<file path="src/rtl/mvp_pkg.sv">
// Shared constants, codes and tables of the mixer volume programmer.
`default_nettype none

package mvp_pkg;

   localparam int unsigned NUM_DEVICES_DEF = 6;
   localparam int unsigned DEV_W           = 3;
   localparam int unsigned VOL_IN_W        = 8;
   localparam int unsigned VOL_W           = 7;
   localparam int unsigned BYTE_W          = 8;
   localparam int unsigned CODE_W          = 7;

   localparam logic [VOL_IN_W-1:0] VOL_MAX = 8'd100;

   // Request codes
   localparam logic FUNC_SET = 1'b0;
   localparam logic FUNC_GET = 1'b1;

   // Result kinds and bus ports
   localparam logic KIND_BUS   = 1'b0;
   localparam logic KIND_REPLY = 1'b1;
   localparam logic PORT_SEL   = 1'b0;
   localparam logic PORT_DATA  = 1'b1;

   // Routing words
   localparam logic [1:0] ROUTE_LEFT  = 2'd1;
   localparam logic [1:0] ROUTE_RIGHT = 2'd2;

   // Per-device flipped left routing word; right is the other one
   localparam logic [1:0] FLIP_LEFT [8] = '{2'd1, 2'd1, 2'd1, 2'd2, 2'd1, 2'd2, 2'd1, 2'd1};

   typedef logic [3:0] step_type;
   localparam step_type STEP_FIRST = 4'd0;
   localparam step_type STEP_REPLY = 4'd8;

endpackage

`default_nettype wire

</file>
<file path="src/rtl/mvp_channels.sv">
// Valid/ready channel interfaces: request, response and flip register write.
`default_nettype none

interface mvp_req_if import mvp_pkg::*; ();
   logic                valid;
   logic                ready;
   logic                func;
   logic [DEV_W-1:0]    device;
   logic [VOL_IN_W-1:0] left_volume;
   logic [VOL_IN_W-1:0] right_volume;

   modport source (output valid, func, device, left_volume, right_volume, input ready);
   modport sink   (input valid, func, device, left_volume, right_volume, output ready);
endinterface

interface mvp_rsp_if import mvp_pkg::*; ();
   logic              valid;
   logic              ready;
   logic              kind;
   logic              port;
   logic [BYTE_W-1:0] bus_byte;
   logic [VOL_W-1:0]  reply_left;
   logic [VOL_W-1:0]  reply_right;
   logic              last;

   modport source (output valid, kind, port, bus_byte, reply_left, reply_right, last,
                   input ready);
   modport sink   (input valid, kind, port, bus_byte, reply_left, reply_right, last,
                   output ready);
endinterface

interface mvp_csr_if import mvp_pkg::*; ();
   logic valid;
   logic ready;
   logic flip_enable;

   modport source (output valid, flip_enable, input ready);
   modport sink   (input valid, flip_enable, output ready);
endinterface

`default_nettype wire

</file>
<file path="src/rtl/mixer_volume_programmer.sv">
// Mixer volume programmer: request decode, volume store and bus write sequencer.
// A transfer loads the item register; results then go from it to the response register.
// A set gives 8 bus writes and a reply, one per cycle through the step counter while
//   the response register is free; a get or an out-of-range device gives only the reply.
// The next request is taken in the cycle the current reply loads the response register.
// Reset (synchronous, active high): store cleared to zero, flip_enable set, channels idle.
`default_nettype none

module mixer_volume_programmer import mvp_pkg::*; #(
   parameter int unsigned NUM_DEVICES = NUM_DEVICES_DEF
) (
   input  wire logic clock,
   input  wire logic reset,
   mvp_req_if.sink   req_ch,
   mvp_rsp_if.source rsp_ch,
   mvp_csr_if.sink   csr_ch
);

   localparam int unsigned IDX_W      = (NUM_DEVICES > 1) ? $clog2(NUM_DEVICES) : 1;
   localparam int unsigned RECIP_100  = 1311;   // ceil(2^17/100), exact floor for x <= 3150
   localparam int unsigned RECIP_SH   = 17;

   // Request held while its bus writes go out
   typedef struct packed {
      logic [DEV_W-1:0]  dev;
      logic [1:0]        route_l;
      logic [1:0]        route_r;
      logic [CODE_W-1:0] code_l;
      logic [CODE_W-1:0] code_r;
      logic [VOL_W-1:0]  reply_l;
      logic [VOL_W-1:0]  reply_r;
   } item_type;

   typedef logic [2*VOL_W-1:0] pair_type;

   // Attenuation code: s = (31*v + 50)/100, normalized to mantissa/exponent
   function automatic logic [CODE_W-1:0] atten_code(input logic [VOL_W-1:0] v);
      logic [11:0]       x;
      logic [22:0]       p;
      logic [4:0]        s;
      logic [4:0]        n;
      logic [2:0]        e;
      logic [CODE_W-1:0] code;
      x = 12'(v) * 12'd31 + 12'd50;
      p = 23'(x) * 23'(RECIP_100);
      s = p[RECIP_SH+4:RECIP_SH];
      if (s[4]) begin
         e = 3'd7; n = s;
      end else if (s[3]) begin
         e = 3'd6; n = {s[3:0], 1'b0};
      end else if (s[2]) begin
         e = 3'd5; n = {s[2:0], 2'b0};
      end else if (s[1]) begin
         e = 3'd4; n = {s[1:0], 3'b0};
      end else begin
         e = 3'd3; n = {s[0], 4'b0};
      end
      if (s == 5'd0) begin
         code = '0;
      end else begin
         code = {e, n[3:0]};
      end
      return code;
   endfunction

   function automatic logic [VOL_W-1:0] clamp_vol(input logic [VOL_IN_W-1:0] v);
      logic [VOL_IN_W-1:0] c;
      c = (v > VOL_MAX) ? VOL_MAX : v;
      return c[VOL_W-1:0];
   endfunction

   // ---------------------------------------------------------------
   // Registers
   // ---------------------------------------------------------------
   logic     flip_ff,  flip_in;
   logic     busy_ff,  busy_in;
   step_type step_ff,  step_in;
   item_type item_ff,  item_in;
   pair_type store_ff [NUM_DEVICES];

   logic              rsp_valid_ff, rsp_valid_in;
   logic              rsp_kind_ff,  rsp_kind_in;
   logic              rsp_port_ff,  rsp_port_in;
   logic [BYTE_W-1:0] rsp_byte_ff,  rsp_byte_in;
   logic [VOL_W-1:0]  rsp_left_ff,  rsp_left_in;
   logic [VOL_W-1:0]  rsp_right_ff, rsp_right_in;
   logic              rsp_last_ff,  rsp_last_in;

   // ---------------------------------------------------------------
   // Request decode
   // ---------------------------------------------------------------
   logic             req_xfer;
   logic             out_load;
   logic             dev_ok;
   logic             is_set;
   logic [IDX_W-1:0] dev_idx;
   logic [VOL_W-1:0] lv_c;
   logic [VOL_W-1:0] rv_c;
   pair_type         stored_rd;
   logic [1:0]       flip_l;

   // While busy, the response register loads when empty or when its transfer completes
   assign out_load = busy_ff && (!rsp_valid_ff || rsp_ch.ready);
   // Next request enters when idle, or as the reply of the current one is loaded
   assign req_ch.ready = !busy_ff || (out_load && (step_ff == STEP_REPLY));
   assign req_xfer     = req_ch.valid && req_ch.ready;

   assign dev_ok   = 32'(req_ch.device) < NUM_DEVICES;
   assign is_set   = dev_ok && (req_ch.func == FUNC_SET);
   assign dev_idx  = req_ch.device[IDX_W-1:0];
   assign lv_c     = clamp_vol(req_ch.left_volume);
   assign rv_c     = clamp_vol(req_ch.right_volume);
   assign stored_rd = dev_ok ? store_ff[dev_idx] : '0;
   assign flip_l   = flip_ff ? FLIP_LEFT[req_ch.device] : ROUTE_LEFT;

   assign csr_ch.ready = 1'b1;

   // ---------------------------------------------------------------
   // Sequencer next state
   // ---------------------------------------------------------------
   logic             side;
   logic [1:0]       sub;

   assign side = step_ff[2];
   assign sub  = step_ff[1:0];

   always_comb begin
      flip_in = flip_ff;
      if (csr_ch.valid) begin
         flip_in = csr_ch.flip_enable;
      end

      busy_in = busy_ff;
      step_in = step_ff;
      item_in = item_ff;
      if (out_load) begin
         if (step_ff == STEP_REPLY) begin
            busy_in = 1'b0;
         end else begin
            step_in = step_ff + 4'd1;
         end
      end
      if (req_xfer) begin
         busy_in         = 1'b1;
         // a get or an unknown device goes straight to the reply
         step_in         = is_set ? STEP_FIRST : STEP_REPLY;
         item_in.dev     = req_ch.device;
         item_in.route_l = flip_l;
         item_in.route_r = 2'd3 - flip_l;
         item_in.code_l  = atten_code(lv_c);
         item_in.code_r  = atten_code(rv_c);
         if (is_set) begin
            item_in.reply_l = lv_c;
            item_in.reply_r = rv_c;
         end else begin
            item_in.reply_l = stored_rd[VOL_W-1:0];
            item_in.reply_r = stored_rd[2*VOL_W-1:VOL_W];
         end
      end

      // Response register
      rsp_valid_in = rsp_valid_ff;
      rsp_kind_in  = rsp_kind_ff;
      rsp_port_in  = rsp_port_ff;
      rsp_byte_in  = rsp_byte_ff;
      rsp_left_in  = rsp_left_ff;
      rsp_right_in = rsp_right_ff;
      rsp_last_in  = rsp_last_ff;
      if (rsp_valid_ff && rsp_ch.ready) begin
         rsp_valid_in = 1'b0;
      end
      if (out_load) begin
         rsp_valid_in = 1'b1;
         if (step_ff == STEP_REPLY) begin
            rsp_kind_in  = KIND_REPLY;
            rsp_port_in  = PORT_SEL;
            rsp_byte_in  = '0;
            rsp_left_in  = item_ff.reply_l;
            rsp_right_in = item_ff.reply_r;
            rsp_last_in  = 1'b1;
         end else begin
            rsp_kind_in  = KIND_BUS;
            rsp_port_in  = sub[0] ? PORT_DATA : PORT_SEL;
            rsp_left_in  = '0;
            rsp_right_in = '0;
            rsp_last_in  = 1'b0;
            case (sub)
               2'd1:    rsp_byte_in = {6'b0, side ? item_ff.route_r : item_ff.route_l};
               2'd3:    rsp_byte_in = {1'b0, side ? item_ff.code_r : item_ff.code_l};
               // select: device<<3 | volume/route register pair | side
               default: rsp_byte_in = {2'b00, item_ff.dev, 1'b0, sub[1], side};
            endcase
         end
      end
   end

   always_ff @(posedge clock) begin
      if (reset) begin
         flip_ff      <= 1'b1;
         busy_ff      <= 1'b0;
         step_ff      <= STEP_FIRST;
         rsp_valid_ff <= 1'b0;
      end else begin
         flip_ff      <= flip_in;
         busy_ff      <= busy_in;
         step_ff      <= step_in;
         rsp_valid_ff <= rsp_valid_in;
      end
      item_ff      <= item_in;
      rsp_kind_ff  <= rsp_kind_in;
      rsp_port_ff  <= rsp_port_in;
      rsp_byte_ff  <= rsp_byte_in;
      rsp_left_ff  <= rsp_left_in;
      rsp_right_ff <= rsp_right_in;
      rsp_last_ff  <= rsp_last_in;
   end

   // Volume store: written when a set to a valid device transfers; the next request sees it
   always_ff @(posedge clock) begin
      if (reset) begin
         for (int i = 0; i < NUM_DEVICES; i++) begin
            store_ff[i] <= '0;
         end
      end else if (req_xfer && is_set) begin
         store_ff[dev_idx] <= {rv_c, lv_c};
      end
   end

   assign rsp_ch.valid       = rsp_valid_ff;
   assign rsp_ch.kind        = rsp_kind_ff;
   assign rsp_ch.port        = rsp_port_ff;
   assign rsp_ch.bus_byte    = rsp_byte_ff;
   assign rsp_ch.reply_left  = rsp_left_ff;
   assign rsp_ch.reply_right = rsp_right_ff;
   assign rsp_ch.last        = rsp_last_ff;

   // ---------------------------------------------------------------
   // Assertions
   // ---------------------------------------------------------------
   a_last_is_reply: assert property (@(posedge clock) disable iff (reset)
      rsp_valid_ff |-> (rsp_last_ff == (rsp_kind_ff == KIND_REPLY)))
      else $error("last flag does not match reply kind");

   a_xfer_busy: assert property (@(posedge clock) disable iff (reset)
      req_xfer |=> busy_ff)
      else $error("sequencer idle after request transfer");

   a_step_range: assert property (@(posedge clock) disable iff (reset)
      busy_ff |-> (step_ff <= STEP_REPLY))
      else $error("step counter out of range");

   a_bus_dev_ok: assert property (@(posedge clock) disable iff (reset)
      (busy_ff && (step_ff != STEP_REPLY)) |-> (32'(item_ff.dev) < NUM_DEVICES))
      else $error("bus writes for a device out of range");

   a_no_overlap: assert property (@(posedge clock) disable iff (reset)
      (busy_ff && !(out_load && (step_ff == STEP_REPLY))) |-> !req_ch.ready)
      else $error("request taken before the reply of the current one");

endmodule

`default_nettype wire

</file>
<file path="src/flat_wrapper.sv">
// flat-port wrapper written by rule: the top's interface ports become plain ports
module mixer_volume_programmer_flat import mvp_pkg::*;
#(
   parameter int unsigned NUM_DEVICES = NUM_DEVICES_DEF
)
  (clock, reset, req_ch_valid, req_ch_func, req_ch_device, req_ch_left_volume, req_ch_right_volume, req_ch_ready, rsp_ch_valid, rsp_ch_kind, rsp_ch_port, rsp_ch_bus_byte, rsp_ch_reply_left, rsp_ch_reply_right, rsp_ch_last, rsp_ch_ready, csr_ch_valid, csr_ch_flip_enable, csr_ch_ready);
  mvp_req_if req_ch_i ();
  mvp_rsp_if rsp_ch_i ();
  mvp_csr_if csr_ch_i ();
  input  wire logic clock;
  input  wire logic reset;
  input wire logic [$bits(req_ch_i.valid)-1:0] req_ch_valid;
  input wire logic [$bits(req_ch_i.func)-1:0] req_ch_func;
  input wire logic [$bits(req_ch_i.device)-1:0] req_ch_device;
  input wire logic [$bits(req_ch_i.left_volume)-1:0] req_ch_left_volume;
  input wire logic [$bits(req_ch_i.right_volume)-1:0] req_ch_right_volume;
  output wire logic [$bits(req_ch_i.ready)-1:0] req_ch_ready;
  output wire logic [$bits(rsp_ch_i.valid)-1:0] rsp_ch_valid;
  output wire logic [$bits(rsp_ch_i.kind)-1:0] rsp_ch_kind;
  output wire logic [$bits(rsp_ch_i.port)-1:0] rsp_ch_port;
  output wire logic [$bits(rsp_ch_i.bus_byte)-1:0] rsp_ch_bus_byte;
  output wire logic [$bits(rsp_ch_i.reply_left)-1:0] rsp_ch_reply_left;
  output wire logic [$bits(rsp_ch_i.reply_right)-1:0] rsp_ch_reply_right;
  output wire logic [$bits(rsp_ch_i.last)-1:0] rsp_ch_last;
  input wire logic [$bits(rsp_ch_i.ready)-1:0] rsp_ch_ready;
  input wire logic [$bits(csr_ch_i.valid)-1:0] csr_ch_valid;
  input wire logic [$bits(csr_ch_i.flip_enable)-1:0] csr_ch_flip_enable;
  output wire logic [$bits(csr_ch_i.ready)-1:0] csr_ch_ready;
  assign req_ch_i.valid = req_ch_valid;
  assign req_ch_i.func = req_ch_func;
  assign req_ch_i.device = req_ch_device;
  assign req_ch_i.left_volume = req_ch_left_volume;
  assign req_ch_i.right_volume = req_ch_right_volume;
  assign req_ch_ready = req_ch_i.ready;
  assign rsp_ch_valid = rsp_ch_i.valid;
  assign rsp_ch_kind = rsp_ch_i.kind;
  assign rsp_ch_port = rsp_ch_i.port;
  assign rsp_ch_bus_byte = rsp_ch_i.bus_byte;
  assign rsp_ch_reply_left = rsp_ch_i.reply_left;
  assign rsp_ch_reply_right = rsp_ch_i.reply_right;
  assign rsp_ch_last = rsp_ch_i.last;
  assign rsp_ch_i.ready = rsp_ch_ready;
  assign csr_ch_i.valid = csr_ch_valid;
  assign csr_ch_i.flip_enable = csr_ch_flip_enable;
  assign csr_ch_ready = csr_ch_i.ready;
  mixer_volume_programmer #(.NUM_DEVICES(NUM_DEVICES)) u_core (.clock(clock), .reset(reset), .req_ch(req_ch_i), .rsp_ch(rsp_ch_i), .csr_ch(csr_ch_i));
endmodule
</file>
<file path="config.mk">
export PLATFORM = sky130hd
export DESIGN_NAME = mixer_volume_programmer_flat
export DESIGN_NICKNAME = d
export VERILOG_FILES = /design/src/rtl/mvp_pkg.sv /design/src/rtl/mvp_channels.sv /design/src/rtl/mixer_volume_programmer.sv /design/src/flat_wrapper.sv
export SDC_FILE = /design/constraint.sdc
export NUM_CORES = 1
export LEC_CHECK = 0
export BUFFER_PORTS_ARGS = -buffer_cell sky130_fd_sc_hd__buf_2
export CAP_MARGIN = 20
export CORE_ASPECT_RATIO = 0.75
export CORE_MARGIN = 2
export CORE_UTILIZATION = 64
export DETAILED_ROUTE_END_ITERATION = 10
export GPL_ROUTABILITY_DRIVEN = 0
export PLACE_DENSITY_LB_ADDON = 0.1
export SETUP_SLACK_MARGIN = 0.4
export SLEW_MARGIN = 20
export SYNTH_ARGS = -nofsm -noshare
export SYNTH_HDL_FRONTEND = slang
export SYNTH_SLANG_ARGS = --single-unit
export TNS_END_PERCENT = 100
</file>
<file path="constraint.sdc">
create_clock -name clock -period 11.6 [get_ports clock]
set_clock_uncertainty 0.2 [all_clocks]
set_input_delay 1.16 -clock clock [delete_from_list [all_inputs] [get_ports clock]]
set_output_delay 1.16 -clock clock [all_outputs]
set_load 0.03 [all_outputs]
</file>
==> flow_summary.ini <==
[floorplan]
core_area_mm2 = 0.02044
die_y_um = 129.6
dieArea_mm2 = 0.02221
rows = 45
io_pins = 54
die_w_um = 171.4
initial_core_util = 0.6583

[min_path]
holdCritPathClass = register to register

[global_routing]
overflow = 0
track_usage = 0.2627
antenna_found_initial = 0
first_global_vias = 8885
grt_pass1_wl_mm = 45.04
grt_max_degree = 45

[clocking]
cts_tree = done
cts_sinks = 147
clockBufferDepth = 2
cts_made_buffers = 17
clock_latency_ns = 0.43
root_buffer = clkbuf_16
path_clk_slew_ns = 0.07
ctsHtreeMaxLevel = 4
post_cts_buffers = 0

[synthesis]
synth-edff-count = 140
syn-num-nets = 1610
synth_seq_area_share = 0.3229
synthCells = 1271
ys_types = 75
netlist_top_cells_area = edfxtp_1 (31%), ha_1 (21%), fa_1 (13%)
ys_ff_latch = 147
netlist.top_cell.by_area = edfxtp_1
synth_flop_cell = edfxtp_1
syn_area_per_cell_um2 = 10.59
synth.yosys.warnings = 0
syn_area_mm2 = 0.01346
synth_top_area_frac = 0.3124
synthArstFlopShare = 0

[routing]
drc = 0
wirelength_mm = 27.42
ant_nets = 0
vias = 9042
dr.first_iter.drc_count = 705
vias_per_cell = 5.616
dr.pass1.iters = 5
wl_per_cell_um = 17.03

[timing]
rsz0062_at_grt = no
finalSetupTns_ns = 0
timing.final.crit_share = 0.8909
min_period_ns = 10.33
setup-violations-final = 0
finalHoldViolCount = 0
worst_slew_pin_slew_ns = 0.9459
relSlewSlack = 0.3694
drv_slew = 0
max_freq_mhz = 96.77

[finish]
nFillCells = 1543
fin_nets = 1654
n_antenna_cell = 0
drive_gt1_frac = 0.1054
syn2layout_area_growth_pct = 8.555

[worst_setup_path]
cp-start-kind = primary input
cp_max_fo = 13
cpMostUsedCell = ha_1
worstSetupPathType = primary input to register
cpPeakStageDelay_ns = 0.62
arrival_ns = 10.32
critPathRequiredTime_ns = 11.59
critical_path.slowest_cell = xnor2_1
worstSetupEndpointType = register

[job]
max-cap-violations = 0

[status]
outcome = completed

[placed_design]
portBuffers = 51
hpwl_mm = 20.58
## critical path: cells and delay by family
| family | cells | cell delay (ns) |
|---|---|---|
| adders and majority gates | 11 | 4.46 |
| AOI/OAI and AO/OA | 11 | 2.36 |
| xor gates and xnor gates | 2 | 1.00 |
| and+or+nand+nor | 4 | 0.86 |
| buffers and inverters | 4 | 0.48 |
## flip-flops by register name, summed over array words and instances, names as in the netlist
register	count
u_core.busy_ff	1
u_core.flip_ff	1
u_core.item_ff	33
u_core.rsp_ch.bus_byte	7
u_core.rsp_ch.kind	1
u_core.rsp_ch.port	1
u_core.rsp_ch.reply_left	7
u_core.rsp_ch.reply_right	7
u_core.rsp_ch.valid	1
u_core.step_ff	4
u_core.store_ff	84
## cell usage after synthesis (11+ instances only)
cell type / number
nand2_1: 56
nor3_1: 36
a21oi_1: 43
xnor2_1: 37
a21o_1: 18
inv_1: 218
fa_1: 88
clkbuf_1: 25
edfxtp_1: 140
and2_1: 20
xor2_1: 22
ha_1: 225
nor2_1: 82
o21ai_0: 42
o22ai_1: 14
nor2b_1: 12
mux2i_1: 27
o211ai_1: 11
## through the flow
stage	instance area, um^2	utilization	instances	hold WS (ns)	setup WS, ns
after floorplan	13460	-	1271	0.2751	1.766
after global placement	13990	0.6844	1578	0.2969	1.047
after detailed placement	13990	0.6844	1578	0.2967	0.7056
after CTS	14600	0.7142	1610	0.3142	1.141
after global routing	14610	0.7147	1610	0.3303	0.6568
final	14610	0.7147	1610	0.3138	1.266
## logic make-up (layout without fill, tap and decap cells)
logic type,count (synthesis),count (layout),share of synthesized area
muxes,40,40,0.03515
AOI/OAI and AO/OA,186,186,0.09057
DFF,147,147,0.3229
other,2,2,0.0005581
and+or+nand+nor,264,264,0.09541
xor gates and xnor gates,61,61,0.04082
adders and majority gates,313,313,0.3402
buffers and inverters,258,315,0.07448
## layer usage
metal,vias to the layer above,GRT usage,share of wire
met1,4338,0.3880,0.48
met3,17,0.05070,0.061
met5,-,0,0
li1,4430,-,-
met4,0,0.04187,0.0058
met2,257,0.4129,0.45
## path summary, 6_finish.rpt
kind                                from                      to  slack (ns)  cells after the start
setup reg to reg       u_core.step_ff[0]  u_core.store_ff[0][10]        6.94                     11
hold / removal            u_core.busy_ff          u_core.busy_ff        0.31                      2
hold reg to reg           u_core.busy_ff          u_core.busy_ff        0.31                      2
setup / recovery  req_ch_right_volume[0]      u_core.item_ff[16]        1.27                     32
## layout by cell type, fill, tap and decap left out, drive strengths merged, types with 11 or more instances in the layout
master / count
a21o: 18
inv: 225
o22ai: 14
fa: 88
nand2: 57
buf: 64
ha: 225
edfxtp: 140
nor2b: 12
o211ai: 11
a21oi: 44
nor3: 36
clkbuf: 17
mux2i: 27
nor2: 92
xnor2: 38
and2: 20
o21ai: 45
xor2: 23
## what timing repair did
action                     in CTS  in global routing
gates resized for setup         0                  2
hold buffers                    0                  0
setup endpoints to repair       0                  2
## layout make-up
class	count	area [um^2]	area share
flip-flops and latches	147	4344	0.2974
multi-input cells	866	8127	0.5564
well taps	282	352.8	0.02416
repair buffers	64	352.8	0.02416
clock buffers	17	425.4	0.02912
clock inverters	15	182.7	0.01251
inverters	219	822.0	0.05628
Power is not shown: default switching activity piles up to over one toggle a cycle in this logic, so the estimate is an artifact.
